<file path="config.mk">
export PLATFORM = sky130hd
export DESIGN_NAME = hex_record_encoder_unit
export DESIGN_NICKNAME = d
export VERILOG_FILES = /design/src/hre_pkg.sv /design/src/hre_front.sv /design/src/hre_queue.sv /design/src/hre_back.sv /design/src/hex_record_encoder_unit.sv
export SDC_FILE = /design/constraint.sdc
export NUM_CORES = 1
export LEC_CHECK = 0
export BUFFER_PORTS_ARGS = -buffer_cell sky130_fd_sc_hd__buf_2
export CAP_MARGIN = 0
export CORE_AREA = 10 10 162 164
export DETAILED_ROUTE_END_ITERATION = 12
export DIE_AREA = 0 0 172 174
export PLACE_DENSITY_LB_ADDON = 0.2
export SYNTH_ARGS = -nofsm -noshare
export SYNTH_HDL_FRONTEND = slang
export SYNTH_SLANG_ARGS = --single-unit
export TNS_END_PERCENT = 50
</file>
<file path="constraint.sdc">
create_clock -name clock -period 9.85 [get_ports clock]
set_clock_uncertainty 0.05 [all_clocks]
set_input_delay 0.985 -clock clock [delete_from_list [all_inputs] [get_ports clock]]
set_output_delay 0.985 -clock clock [all_outputs]
set_load 0.02 [all_outputs]
</file>
<file path="src/hre_pkg.sv">
`timescale 1ns / 1ps

package hre_pkg;

   // Record limits
   localparam int unsigned MAX_RECORD_BYTES = 32;
   localparam int unsigned JOB_BYTES        = 8;   // byte slots per job (7 used at most)
   localparam int unsigned QUEUE_DEPTH      = 2;

   // Request opcodes
   localparam logic [1:0] OP_START = 2'd0;
   localparam logic [1:0] OP_DATA  = 2'd1;
   localparam logic [1:0] OP_SEG   = 2'd2;
   localparam logic [1:0] OP_END   = 2'd3;

   // Record type bytes
   localparam logic [7:0] REC_DATA = 8'h00;
   localparam logic [7:0] REC_END  = 8'h01;
   localparam logic [7:0] REC_SEG  = 8'h02;

   // ASCII codes
   localparam logic [6:0] CH_NL    = 7'h0A;
   localparam logic [6:0] CH_COLON = 7'h3A;
   localparam logic [6:0] CH_L     = 7'h4C;
   localparam logic [6:0] CH_S     = 7'h53;

   // One queued job: optional "LS", optional newline + ':', a run of bytes
   // printed as hex pairs, optional trailing newline.
   typedef struct packed {
      logic                          ls;
      logic                          lead;
      logic                          tail;
      logic [2:0]                    nbytes;
      logic [JOB_BYTES-1:0][7:0]     bytes;
   } job_type;

   typedef enum logic [6:0] {
      ST_L     = 7'b0000001,
      ST_S     = 7'b0000010,
      ST_NL    = 7'b0000100,
      ST_COLON = 7'b0001000,
      ST_HI    = 7'b0010000,
      ST_LO    = 7'b0100000,
      ST_TAIL  = 7'b1000000
   } state_type;

   function automatic logic [6:0] hex_char(input logic [3:0] nib);
      logic [6:0] c;
      if (nib < 4'd10) begin
         c = 7'h30 + {3'd0, nib};
      end else begin
         c = 7'h37 + {3'd0, nib};
      end
      return c;
   endfunction

endpackage

</file>
<file path="src/hre_front.sv">
`timescale 1ns / 1ps

// Accepts requests, tracks record state and builds print jobs.
module hre_front (
   input  logic                 clock,
   input  logic                 reset,
   input  logic                 csr_write_enable,
   input  logic [15:0]          csr_write_data,
   input  logic                 accept,
   input  logic [1:0]           opcode,
   input  logic [5:0]           byte_count,
   input  logic [15:0]          load_address,
   input  logic [7:0]           data_byte,
   input  logic [15:0]          segment_number,
   output logic                 push,
   output hre_pkg::job_type     job
);

   localparam logic [5:0] MAX_CNT = 6'(hre_pkg::MAX_RECORD_BYTES);

   logic [15:0] disp_ff;
   logic [7:0]  sum_ff, sum_in;
   logic [5:0]  remain_ff, remain_in;
   logic        open_ff, open_in;
   logic        first_seg_ff, first_seg_in;

   logic [5:0]  cnt;
   logic [15:0] addr;
   logic [7:0]  hsum, dsum, ssum;
   logic [5:0]  rem_dec;

   always_comb begin
      cnt     = (byte_count > MAX_CNT) ? MAX_CNT : byte_count;
      addr    = load_address + disp_ff;
      hsum    = {2'd0, cnt} + addr[15:8] + addr[7:0];
      dsum    = sum_ff + data_byte;
      ssum    = 8'd4 + segment_number[15:8] + segment_number[7:0];
      rem_dec = remain_ff - 6'd1;

      sum_in       = sum_ff;
      remain_in    = remain_ff;
      open_in      = open_ff;
      first_seg_in = first_seg_ff;
      push         = 1'b0;
      job          = '0;

      if (accept) begin
         case (opcode)
            hre_pkg::OP_START: begin
               push         = 1'b1;
               job.lead     = 1'b1;
               job.bytes[0] = {2'd0, cnt};
               job.bytes[1] = addr[15:8];
               job.bytes[2] = addr[7:0];
               job.bytes[3] = hre_pkg::REC_DATA;
               job.bytes[4] = 8'd0 - hsum;
               job.nbytes   = (cnt == 6'd0) ? 3'd5 : 3'd4;
               remain_in    = cnt;
               open_in      = (cnt != 6'd0);
               sum_in       = (cnt == 6'd0) ? 8'd0 : hsum;
            end
            hre_pkg::OP_DATA: begin
               if (open_ff && remain_ff != 6'd0) begin
                  push         = 1'b1;
                  job.bytes[0] = data_byte;
                  job.bytes[1] = 8'd0 - dsum;
                  job.nbytes   = (rem_dec == 6'd0) ? 3'd2 : 3'd1;
                  remain_in    = rem_dec;
                  open_in      = (rem_dec != 6'd0);
                  sum_in       = (rem_dec == 6'd0) ? 8'd0 : dsum;
               end
            end
            hre_pkg::OP_SEG: begin
               push         = 1'b1;
               job.ls       = first_seg_ff;
               job.lead     = 1'b1;
               job.bytes[0] = 8'h02;
               job.bytes[1] = 8'h00;
               job.bytes[2] = 8'h00;
               job.bytes[3] = hre_pkg::REC_SEG;
               job.bytes[4] = segment_number[15:8];
               job.bytes[5] = segment_number[7:0];
               job.bytes[6] = 8'd0 - ssum;
               job.nbytes   = 3'd7;
               first_seg_in = 1'b0;
               open_in      = 1'b0;
               remain_in    = 6'd0;
               sum_in       = 8'd0;
            end
            default: begin
               push         = 1'b1;
               job.lead     = 1'b1;
               job.tail     = 1'b1;
               job.bytes[0] = 8'h00;
               job.bytes[1] = 8'h00;
               job.bytes[2] = 8'h00;
               job.bytes[3] = hre_pkg::REC_END;
               job.bytes[4] = 8'hFF;
               job.nbytes   = 3'd5;
               open_in      = 1'b0;
               remain_in    = 6'd0;
               sum_in       = 8'd0;
            end
         endcase
      end
   end

   always_ff @(posedge clock) begin
      if (reset) begin
         disp_ff      <= '0;
         sum_ff       <= '0;
         remain_ff    <= '0;
         open_ff      <= 1'b0;
         first_seg_ff <= 1'b1;
      end else begin
         if (csr_write_enable) begin
            disp_ff <= csr_write_data;
         end
         sum_ff       <= sum_in;
         remain_ff    <= remain_in;
         open_ff      <= open_in;
         first_seg_ff <= first_seg_in;
      end
   end

endmodule

</file>
<file path="src/hre_queue.sv">
`timescale 1ns / 1ps

// Short job queue between front and back.
module hre_queue (
   input  logic                 clock,
   input  logic                 reset,
   input  logic                 push,
   input  hre_pkg::job_type     push_job,
   input  logic                 pop,
   output hre_pkg::job_type     head_job,
   output logic                 not_empty,
   output logic                 full
);

   localparam int unsigned AW = $clog2(hre_pkg::QUEUE_DEPTH);
   localparam int unsigned CW = $clog2(hre_pkg::QUEUE_DEPTH + 1);

   hre_pkg::job_type slot_ff [hre_pkg::QUEUE_DEPTH];
   logic [AW-1:0] wr_ff, wr_in, rd_ff, rd_in;
   logic [CW-1:0] cnt_ff, cnt_in;

   always_comb begin
      not_empty = (cnt_ff != '0);
      full      = (cnt_ff == CW'(hre_pkg::QUEUE_DEPTH));
      head_job  = slot_ff[rd_ff];
      wr_in     = wr_ff;
      rd_in     = rd_ff;
      cnt_in    = cnt_ff;
      if (push) begin
         wr_in = (wr_ff == AW'(hre_pkg::QUEUE_DEPTH - 1)) ? '0 : wr_ff + AW'(1);
      end
      if (pop) begin
         rd_in = (rd_ff == AW'(hre_pkg::QUEUE_DEPTH - 1)) ? '0 : rd_ff + AW'(1);
      end
      if (push && !pop) begin
         cnt_in = cnt_ff + CW'(1);
      end else if (pop && !push) begin
         cnt_in = cnt_ff - CW'(1);
      end
   end

   always_ff @(posedge clock) begin
      if (push) begin
         slot_ff[wr_ff] <= push_job;
      end
   end

   always_ff @(posedge clock) begin
      if (reset) begin
         wr_ff  <= '0;
         rd_ff  <= '0;
         cnt_ff <= '0;
      end else begin
         wr_ff  <= wr_in;
         rd_ff  <= rd_in;
         cnt_ff <= cnt_in;
      end
   end

endmodule

</file>
<file path="src/hre_back.sv">
`timescale 1ns / 1ps

// Prints jobs one character per cycle into the output register while rsp_stall is low.
module hre_back (
   input  logic                 clock,
   input  logic                 reset,
   input  hre_pkg::job_type     head_job,
   input  logic                 not_empty,
   output logic                 pop,
   output logic                 rsp_valid,
   input  logic                 rsp_stall,
   output logic [6:0]           rsp_character,
   output logic                 rsp_last_of_run
);

   hre_pkg::job_type   job_ff, job_in, cur_job;
   hre_pkg::state_type state_ff, state_in, cur_state, init_state;
   logic [2:0] idx_ff, idx_in, cur_idx;
   logic       busy_ff, busy_in;
   logic       valid_ff, valid_in;
   logic [6:0] char_ff, char_in;
   logic       last_ff, last_in;

   logic       emit, done, last_byte;
   logic [7:0] cur_byte;
   logic [6:0] ch;

   always_comb begin
      cur_job = busy_ff ? job_ff : head_job;
      if (cur_job.ls) begin
         init_state = hre_pkg::ST_L;
      end else if (cur_job.lead) begin
         init_state = hre_pkg::ST_NL;
      end else begin
         init_state = hre_pkg::ST_HI;
      end
      cur_state = busy_ff ? state_ff : init_state;
      cur_idx   = busy_ff ? idx_ff : 3'd0;
      cur_byte  = cur_job.bytes[cur_idx];
      last_byte = (cur_idx == cur_job.nbytes - 3'd1);

      emit = (busy_ff || not_empty) && (!valid_ff || !rsp_stall);
      pop  = emit && !busy_ff;

      ch       = hre_pkg::CH_NL;
      done     = 1'b0;
      state_in = state_ff;
      idx_in   = cur_idx;
      case (cur_state)
         hre_pkg::ST_L: begin
            ch       = hre_pkg::CH_L;
            state_in = hre_pkg::ST_S;
         end
         hre_pkg::ST_S: begin
            ch       = hre_pkg::CH_S;
            state_in = hre_pkg::ST_NL;
         end
         hre_pkg::ST_NL: begin
            ch       = hre_pkg::CH_NL;
            state_in = hre_pkg::ST_COLON;
         end
         hre_pkg::ST_COLON: begin
            ch       = hre_pkg::CH_COLON;
            state_in = hre_pkg::ST_HI;
         end
         hre_pkg::ST_HI: begin
            ch       = hre_pkg::hex_char(cur_byte[7:4]);
            state_in = hre_pkg::ST_LO;
         end
         hre_pkg::ST_LO: begin
            ch = hre_pkg::hex_char(cur_byte[3:0]);
            if (!last_byte) begin
               state_in = hre_pkg::ST_HI;
               idx_in   = cur_idx + 3'd1;
            end else if (cur_job.tail) begin
               state_in = hre_pkg::ST_TAIL;
            end else begin
               done = 1'b1;
            end
         end
         hre_pkg::ST_TAIL: begin
            ch   = hre_pkg::CH_NL;
            done = 1'b1;
         end
         default: begin
            done = 1'b1;
         end
      endcase

      busy_in  = busy_ff;
      job_in   = job_ff;
      valid_in = valid_ff && rsp_stall;
      char_in  = char_ff;
      last_in  = last_ff;
      if (emit) begin
         busy_in  = !done;
         valid_in = 1'b1;
         char_in  = ch;
         last_in  = done;
      end
      if (pop) begin
         job_in = head_job;
      end
      if (!emit) begin
         state_in = state_ff;
         idx_in   = idx_ff;
      end
   end

   always_ff @(posedge clock) begin
      job_ff  <= job_in;
      char_ff <= char_in;
      last_ff <= last_in;
      idx_ff  <= idx_in;
   end

   always_ff @(posedge clock) begin
      if (reset) begin
         busy_ff  <= 1'b0;
         valid_ff <= 1'b0;
         state_ff <= hre_pkg::ST_NL;
      end else begin
         busy_ff  <= busy_in;
         valid_ff <= valid_in;
         state_ff <= state_in;
      end
   end

   assign rsp_valid       = valid_ff;
   assign rsp_character   = char_ff;
   assign rsp_last_of_run = last_ff;

endmodule

</file>
<file path="src/hex_record_encoder_unit.sv">
`timescale 1ns / 1ps

// Channel   Direction  Handshake                 Payload
// req_      in         req_valid / req_stall     opcode, byte_count, load_address,
//                                                data_byte, segment_number
// rsp_      out        rsp_valid / rsp_stall     character, last_of_run
// csr_      in         csr_write_enable          csr_write_data (load displacement)
//
// One character leaves per cycle while rsp_stall is low; the back-end printer sets the pace.
// A data byte request prints its byte in hex, and the checksum too when it closes
// the record; each header, segment and end record prints newline, ':' and hex.
// Requests are taken every cycle while the 2-entry job queue has room.
// Synchronous active-high reset; no clearing pass, ready the cycle after.
// rsp_stall holds the output register; the queue keeps req_ flowing meanwhile until it fills.
module hex_record_encoder_unit (
   input  logic        clock,
   input  logic        reset,
   // configuration
   input  logic        csr_write_enable,
   input  logic [15:0] csr_write_data,
   // request channel
   input  logic        req_valid,
   output logic        req_stall,
   input  logic [1:0]  req_opcode,
   input  logic [5:0]  req_byte_count,
   input  logic [15:0] req_load_address,
   input  logic [7:0]  req_data_byte,
   input  logic [15:0] req_segment_number,
   // response channel
   output logic        rsp_valid,
   input  logic        rsp_stall,
   output logic [6:0]  rsp_character,
   output logic        rsp_last_of_run
);

   logic             accept;
   logic             push, pop, not_empty, full;
   hre_pkg::job_type push_job, head_job;

   // stall only on a full queue, so the front never waits on the printer directly
   assign req_stall = full;
   assign accept    = req_valid && !req_stall;

   // front: classifies each request, keeps checksum and record state
   hre_front u_front (
      .clock            (clock),
      .reset            (reset),
      .csr_write_enable (csr_write_enable),
      .csr_write_data   (csr_write_data),
      .accept           (accept),
      .opcode           (req_opcode),
      .byte_count       (req_byte_count),
      .load_address     (req_load_address),
      .data_byte        (req_data_byte),
      .segment_number   (req_segment_number),
      .push             (push),
      .job              (push_job)
   );

   // decoupling queue
   hre_queue u_queue (
      .clock     (clock),
      .reset     (reset),
      .push      (push),
      .push_job  (push_job),
      .pop       (pop),
      .head_job  (head_job),
      .not_empty (not_empty),
      .full      (full)
   );

   // back: walks each job out as characters
   hre_back u_back (
      .clock           (clock),
      .reset           (reset),
      .head_job        (head_job),
      .not_empty       (not_empty),
      .pop             (pop),
      .rsp_valid       (rsp_valid),
      .rsp_stall       (rsp_stall),
      .rsp_character   (rsp_character),
      .rsp_last_of_run (rsp_last_of_run)
   );

endmodule

</file>
==> flow_summary.ini, run 1 <==
[setup_path]
worst-path-max-fanout = 3
required_ps = 10040
startpoint = req_load_address[0]
slowest_stage = fa_1
crit_chain = buf_2 > ha_1 > fa_1 > a21o_1 > a21oi_1 > o21ai_1 > a31o_2 > a21oi_1 > xnor2_1 > fa_1 > fa_1 > a21oi_1 > o21ai_1 > o21a_1 > nor2_1 > xnor2_1 > xnor3_1 > xnor2_1 > o22ai_1
crit_path_start_kind = input port
crit_type = input port to register
timing.critical_path.arrival_ps = 5530
r2r_start = u_front.disp_ff[0]
critPathCaptureType = register
cpPeakStageDelay_ps = 520

[pwr]
ir_drop_mv = 0.1466
p_leak_nw = 4.973
p_total_w = 0.003526
p_per_area_nw_per_um2 = 275.1

[cts]
cts_root_buf = clkbuf_16
post_cts_resized = 0
ctsLongestPathBuffers = 3
cts.sinks = 219
hold_buffers = 0
worstSkewPairLatency_ps = 510
numCtsBuffers = 25
h-tree-depth = 1
tritoncts = yes
post_cts_buffers = 0
clkTransAtPathRegs_ps = 60

[timing]
hold_slack_ps = 395.9
setup_viol = 0
fmax_mhz = 187.2
fin_tns_setup_ps = 0
period_share = 0.5423
rsz0062_at_grt = false
layout_setup_ws_ps = 4508
hold_violations = 0
drv_slew = 0
worstMarginPinSlew_ps = 942.8
timing.final.crit_period_ps = 5342
max_slew_margin = 0.3714

[synth]
async_flop_share = 0
synth_edf_count = 174
ys_seq_elements = 219
syn_area_um2 = 11350
ys_types = 72
syn_area_per_cell_um2 = 11.96
yosysWarnings = 0
ys.flop_type = edfxtp_1
yosys-top-cells-area = edfxtp_1 46%, dfxtp_1 7.9%, mux2_2 6.1%
synth_top_cell_area_share = 0.4602
synth_largest_area_cell = edfxtp_1
netlist_instances = 949
syn_nets = 1079
yosysSeqAreaShare = 0.5396

[floorplanning]
num_rows = 56
num_io_pins = 79
core_area_um2 = 23120
dieArea_um2 = 29930
start_util = 0.4910
die_y_um = 174
die_w_um = 172

[grt]
grt_use_total = 0.1742
grt_max_degree = 61
gr-total-overflow = 0
grt_pass1_vias = 7638
grt_pass1_wl_um = 41670
antenna_found_initial = 0

[placement]
place.gp.congestion = 0.9337
post-place-ws_ps = 4056
port_buffers = 78
hpwl_um = 18730
placed_cells = 1288

[cells_and_area]
n_antenna_cell = 0
layout.nets = 1155
drive_gt1_frac = 0.1965
area_growth_pct = 12.92
final_common_cell = edfxtp_1
mostFrequentLayoutCells = 174 x edfxtp_1, 101 x nor2_1, 78 x buf_2
final_cells = 1333

[drt]
dr_total_vias = 7595
wl_per_cell_um = 19.65
drc = 0
antenna_left = 0
routed_wl_um = 26190
drt_iter0_markers = 628
viasPerCell = 5.698
dr.pass1.iters = 5

[worst_hold_path]
hold_path.class = register to register
min_from = u_front.first_seg_ff

[flow_run]
max_cap_viol_count = 0

[outcome]
status = finished, final reports clean
-- state kept, by name, indices dropped and copies added, names as in the netlist, named ones only --
name,count
u_queue.slot_ff,110
u_back.rsp_last_of_run,1
u_front.open_ff,1
u_front.disp_ff,16
u_queue.cnt_ff,2
u_back.idx_ff,3
u_front.sum_ff,8
u_queue.rd_ff,1
u_back.rsp_valid,1
u_front.remain_ff,6
u_back.job_ff,53
u_queue.wr_ff,1
u_front.first_seg_ff,1
u_back.state_ff,6
u_back.busy_ff,1
u_back.rsp_character,7
-- critical path: cells and delay by family --
family | cells | cell delay [ps]
AOI/OAI and AO/OA | 9 | 1730
xor gates and xnor gates | 4 | 970
adders and majority gates | 4 | 1620
buffers and inverters | 1 | 100
and+or+nand+nor | 1 | 110
-- Yosys cell counts (all sizes together), types with 12 or more instances --
cell	count
and2	21
clkbuf	23
xnor2	34
a21oi	42
o21ai	36
mux2	62
dfxtp	45
nor3	26
a221oi	12
nor2	102
ha	51
xor2	21
nand2	54
a21o	13
mux2i	26
buf	13
nand3	13
inv	49
edfxtp	174
-- routing by layer --
metal	vias up	GRT usage	wire length, um
li1	3660	-	-
met1	3691	0.2284	11200
met2	203	0.2893	12830
met3	41	0.02832	1586
met4	0	0.05031	578
met5	-	0	0
-- worst paths after layout --
check | end | slack [ps] | cells past startpoint
setup / recovery | u_queue.slot_ff[1][39] | 4510 | 19
hold / removal | u_front.first_seg_ff | 400 | 1
setup reg to reg | u_queue.slot_ff[1][39] | 4770 | 18
hold reg to reg | u_front.first_seg_ff | 400 | 1
-- cell families (layout without fill, tap and decap cells) --
kind of cell | Yosys count | count (layout) | synth area share
compound gates | 173 | 173 | 0.1044
xor+xnor | 57 | 57 | 0.04640
fa+ha+maj | 61 | 61 | 0.07384
buf+inv | 85 | 179 | 0.02909
flops | 219 | 219 | 0.5396
mux | 96 | 96 | 0.1006
simple gates | 258 | 258 | 0.1061
-- cell type report --
cell class	count	area, um^2
fill	1991	10300
sequential	219	6127
multi-input combinational	645	4908
clock buffer	31	658.1
timing repair buffer	85	442.9
tap	290	362.8
inverter	49	183.9
clock inverter	14	136.4
-- stage by stage --
stage | utilization | area, um^2
after floorplan | - | 11350
after global placement | 0.5201 | 12030
after detailed placement | 0.5201 | 12030
after CTS | 0.5544 | 12820
after global routing | 0.5544 | 12820
final | 0.5544 | 12820
-- power by group --
group / internal [W] / switching [W] / leakage [nW] / total, W
Sequential: 0.00131 / 0.000123 / 2.01 / 0.00144
Combinational: 0.000491 / 0.000705 / 2.58 / 0.00120
Clock: 0.000530 / 0.000363 / 0.386 / 0.000893
Total: 0.00234 / 0.00119 / 4.97 / 0.00353
No activity file was read; power rests on OpenSTA's default activity.
==> run 2: changes to the inputs <==
==> constraint.sdc (replaced) <==
create_clock -name clock -period 5.45 [get_ports clock]
set_clock_uncertainty 0.05 [all_clocks]
set_input_delay 0.545 -clock clock [delete_from_list [all_inputs] [get_ports clock]]
set_output_delay 0.545 -clock clock [all_outputs]
set_load 0.02 [all_outputs]
==> flow_summary.ini, run 2 (same netlist as run 1, synthesis figures left out) <==
[grt]
grt_pass1_wl_um = 41260
grt_use_total = 0.1727
grt_max_degree = 56
antenna_found_initial = 0
gr-total-overflow = 0
grt_pass1_vias = 7718

[cells_and_area]
final_common_cell = edfxtp_1
area_growth_pct = 12.90
largest_reg_flops = 110
fin_area_um2 = 12820
n_antenna_cell = 0
fill_cells = 1979
top_regs = u_queue.slot_ff (110), u_back.job_ff (53), u_front.disp_ff (16)
layout.nets = 1154
mostFrequentLayoutCells = 174 x edfxtp_1, 101 x nor2_1, 78 x buf_2
max_flop_register = u_queue.slot_ff
drive_gt1_frac = 0.1979

[placement]
placed_area_um2 = 12030
hpwl_um = 18610
port_buffers = 78
place.gp.congestion = 0.8964

[setup_path]
crit_chain = ha_1 > fa_1 > a21o_1 > a21oi_1 > o21ai_1 > a31o_2 > a21oi_1 > xnor2_1 > fa_1 > fa_1 > a21oi_1 > o21ai_1 > o21a_1 > nor2_1 > xnor2_1 > xnor3_1 > xnor2_1 > o22ai_1
timing.critical_path.arrival_ps = 5060
cpPeakStageDelay_ps = 520
critPathCaptureType = register
cp_num_buf_inv = 0
crit_type = register to register
slowest_stage = fa_1
crit_path_start_kind = register
path_depth = 18
critPathTopFamily = adder cells
required_ps = 5640
r2r_cells = 18
worst-path-max-fanout = 2

[timing]
drv_slew = 0
timing.final.crit_period_ps = 4867
worstMarginPinSlew_ps = 998.9
hold_violations = 0
hold_slack_ps = 223.6
fin_tns_setup_ps = 0
setup_viol = 0
period_share = 0.8930
rsz0062_at_grt = false
fmax_mhz = 205.5
max_slew_margin = 0.3341

[cts]
numCtsBuffers = 23
ctsLongestPathBuffers = 3
cts_root_buf = clkbuf_16
cts.sinks = 219
clkTransAtPathRegs_ps = 60
post_cts_buffers = 0
worstSkewPairLatency_ps = 510
post_cts_resized = 0
h-tree-depth = 1
hold_buffers = 0
tritoncts = yes

[pwr]
p_leak_nw = 4.976
ir_drop_mv = 0.3373
p_per_area_nw_per_um2 = 496.3

[floorplanning]
num_rows = 56
core_area_um2 = 23120
start_util = 0.4910
num_io_pins = 79
die_y_um = 174
die_w_um = 172
dieArea_um2 = 29930

[worst_hold_path]
hold_path.class = input port to register
holdPathStages = 3

[drt]
wl_per_cell_um = 19.38
antenna_left = 0
routed_wl_um = 25790
dr.pass1.iters = 5
drc = 0
drt_iter0_markers = 653
dr_total_vias = 7540
viasPerCell = 5.665

[flow_run]
max_cap_viol_count = 0

[outcome]
status = finished, final reports clean
[run 2: final timing paths]
path,start,end,slack [ps]
worst max register to register,u_front.disp_ff[0],u_queue.slot_ff[1][39],580
worst min register to register,u_front.first_seg_ff,u_front.first_seg_ff,400
worst max-delay path,u_front.disp_ff[0],u_queue.slot_ff[1][39],580
worst min-delay path,csr_write_data[3],u_front.disp_ff[3],220
[run 2: stage by stage]
stage	power [W]	std cells	util	worst slack, ps
final	0.006362	1331	0.5544	583.0
after global routing	0.006740	1331	0.5544	218.7
after CTS	0.006418	1331	0.5544	554.2
after detailed placement	0.004776	1289	0.5204	237.2
after global placement	0.004742	1289	0.5204	289.3
after floorplan	0.004179	949	-	572.0
[run 2: layout make-up]
type	instances	area (um^2)	share of cell area
repair buffers	86	450.4	0.03514
flip-flops and latches	219	6127	0.4780
clock buffers	31	615.6	0.04802
clock inverters	11	170.2	0.01327
well taps	290	362.8	0.02831
inverters	49	183.9	0.01435
multi-input cells	645	4908	0.3829
[run 2: tightest hold or removal path: stages]
cell     delay, ps
buf_2           70
mux2i_1         50
nor2_1          70
[run 2: power by group]
part,switching (W),internal [W]
clock,0.000635,0.000989
sequential,0.000229,0.00238
combinational,0.00125,0.000886
[run 2: per-layer routing]
layer	part of all wire	track usage	up-vias
li1	-	-	3653
met1	0.43	0.2227	3659
met2	0.49	0.2922	187
met3	0.052	0.02900	41
met4	0.022	0.04599	0
met5	0	0	-
==> run 3: changes to the inputs <==
--- a/config.mk
+++ b/config.mk
@@ -7,9 +7,9 @@
 export LEC_CHECK = 0
 export BUFFER_PORTS_ARGS = -buffer_cell sky130_fd_sc_hd__buf_2
 export CAP_MARGIN = 0
-export CORE_AREA = 10 10 162 164
+export CORE_AREA = 3 3 173 175
 export DETAILED_ROUTE_END_ITERATION = 12
-export DIE_AREA = 0 0 172 174
+export DIE_AREA = 0 0 176 178
 export PLACE_DENSITY_LB_ADDON = 0.2
 export SYNTH_ARGS = -nofsm -noshare
 export SYNTH_HDL_FRONTEND = slang
==> flow_summary.ini, run 3 (same netlist as run 1, synthesis figures left out) <==
[outcome]
status = finished, final reports clean

[drt]
wl_per_cell_um = 18.88
drt_iter0_markers = 545
antenna_left = 0
drc = 0
routed_wl_um = 26940
dr.pass1.iters = 5
viasPerCell = 5.220
dr_total_vias = 7449

[cells_and_area]
fill_cells = 2639
max_flop_register = u_queue.slot_ff
layout.nets = 1156
drive_gt1_frac = 0.1965
n_antenna_cell = 0
register_area_um2 = 6127
largest_reg_flops = 110
mostFrequentLayoutCells = 174 x edfxtp_1, 101 x nor2_1, 78 x buf_2
final_util = 0.4519
multi_input_area_um2 = 4908
top_regs = u_queue.slot_ff (110), u_back.job_ff (53), u_front.disp_ff (16)
final_common_cell = edfxtp_1
area_growth_pct = 13.93

[timing]
max_slew_margin = 0.3357
timing.final.crit_period_ps = 4949
drv_slew = 0
hold_violations = 0
period_share = 0.9081
fmax_mhz = 202.1
worstMarginPinSlew_ps = 996.5
setup_viol = 0
hold_slack_ps = 204.9
rsz0062_at_grt = false
fin_tns_setup_ps = 0

[pwr]
p_leak_nw = 4.968
p_total_w = 0.006375
p_per_area_nw_per_um2 = 492.9
ir_drop_mv = 0.2468

[floorplanning]
dieArea_um2 = 31330
num_rows = 62
die_w_um = 176
core_area_um2 = 28630
die_y_um = 178
num_io_pins = 79
start_util = 0.3966

[setup_path]
slowest_stage = fa_1
rrSetupSlack_ps = 500
timing.critical_path.arrival_ps = 5160
r2r_cells = 18
cp_num_buf_inv = 0
crit_type = register to register
crit_path_start_kind = register
startpoint = u_front.disp_ff[0]
cpPeakStageDelay_ps = 520
crit_chain = ha_1 > fa_1 > a21o_1 > a21oi_1 > o21ai_1 > a31o_2 > a21oi_1 > xnor2_1 > fa_1 > fa_1 > a21oi_1 > o21ai_1 > o21a_1 > nor2_1 > xnor2_1 > xnor3_1 > xnor2_1 > o22ai_1
r2r_start = u_front.disp_ff[0]
reg2reg_to = u_queue.slot_ff[0][39]
required_ps = 5660
critPathCaptureType = register
critPathTopFamily = adder cells
path_depth = 18
critPathCapture = u_queue.slot_ff[0][39]
worst-path-max-fanout = 2

[cts]
numCtsBuffers = 25
cts_root_buf = clkbuf_16
cts.sinks = 219
post_cts_buffers = 0
worstSkewPairLatency_ps = 520
h-tree-depth = 1
ctsLongestPathBuffers = 3
tritoncts = yes
hold_buffers = 0
post_cts_resized = 0
clkTransAtPathRegs_ps = 60

[grt]
antenna_found_initial = 0
grt_max_degree = 56
grt_pass1_vias = 7541
gr-total-overflow = 0
grt_pass1_wl_um = 41940
grt_use_total = 0.1722

[placement]
place.gp.congestion = 0.8870
port_buffers = 78
hpwl_um = 19200

[flow_run]
max_cap_viol_count = 0

[worst_hold_path]
hold_path.class = input port to register
run 3: per-stage QoR:
step                instances  instance area (um^2)  setup WS [ps]
global route             1427                 12930          236.1
detailed placement       1383                 12150          185.1
floorplan                 949                 11350          572.0
global placement         1383                 12150          257.5
finish                   1427                 12930          501.0
CTS                      1427                 12930          510.8
run 3: per-layer routing:
metal | vias up | wire [um] | share of wire | track usage
li1 | 3654 | - | - | -
met1 | 3542 | 11840 | 0.44 | 0.2213
met2 | 194 | 12970 | 0.48 | 0.2979
met3 | 59 | 1192 | 0.044 | 0.02725
met4 | 0 | 936 | 0.035 | 0.05807
met5 | - | 0 | 0 | 0
run 3: layout make-up:
| type | count | share of cell area |
|---|---|---|
| clock buffers | 34 | 0.05252 |
| clock inverters | 10 | 0.008125 |
| inverters | 49 | 0.01422 |
| multi-input cells | 645 | 0.3795 |
| flip-flops and latches | 219 | 0.4737 |
| well taps | 384 | 0.03714 |
| repair buffers | 86 | 0.03482 |
run 3: power breakdown:
group	total [W]	switching (W)	leakage [nW]	internal, W
logic	0.00216	0.00127	2.58	0.000888
clock network	0.00162	0.000654	0.376	0.000964
registers	0.00260	0.000225	2.01	0.00238
total	0.00638	0.00215	4.97	0.00423
run 3: how the worst min path moves through the flow:
stage	cells after the start	to	slack, ps	from
floorplan	1	u_front.first_seg_ff	370	u_front.first_seg_ff
global placement	1	u_front.first_seg_ff	380	u_front.first_seg_ff
detailed placement	1	u_front.first_seg_ff	380	u_front.first_seg_ff
CTS	3	u_front.disp_ff[7]	190	csr_write_data[7]
global route	3	u_front.disp_ff[13]	210	csr_write_data[13]
finish	3	u_front.disp_ff[5]	200	csr_write_data[5]
run 3: worst reg2reg max path, cell delays in order, from the launching register on:
cell,delay (ps)
dfxtp_1,320
ha_1,210
fa_1,420
a21o_1,200
a21oi_1,200
o21ai_1,110
a31o_2,270
a21oi_1,220
xnor2_1,220
fa_1,520
fa_1,470
a21oi_1,200
o21ai_1,120
o21a_1,170
nor2_1,110
xnor2_1,130
xnor3_1,450
xnor2_1,190
o22ai_1,110
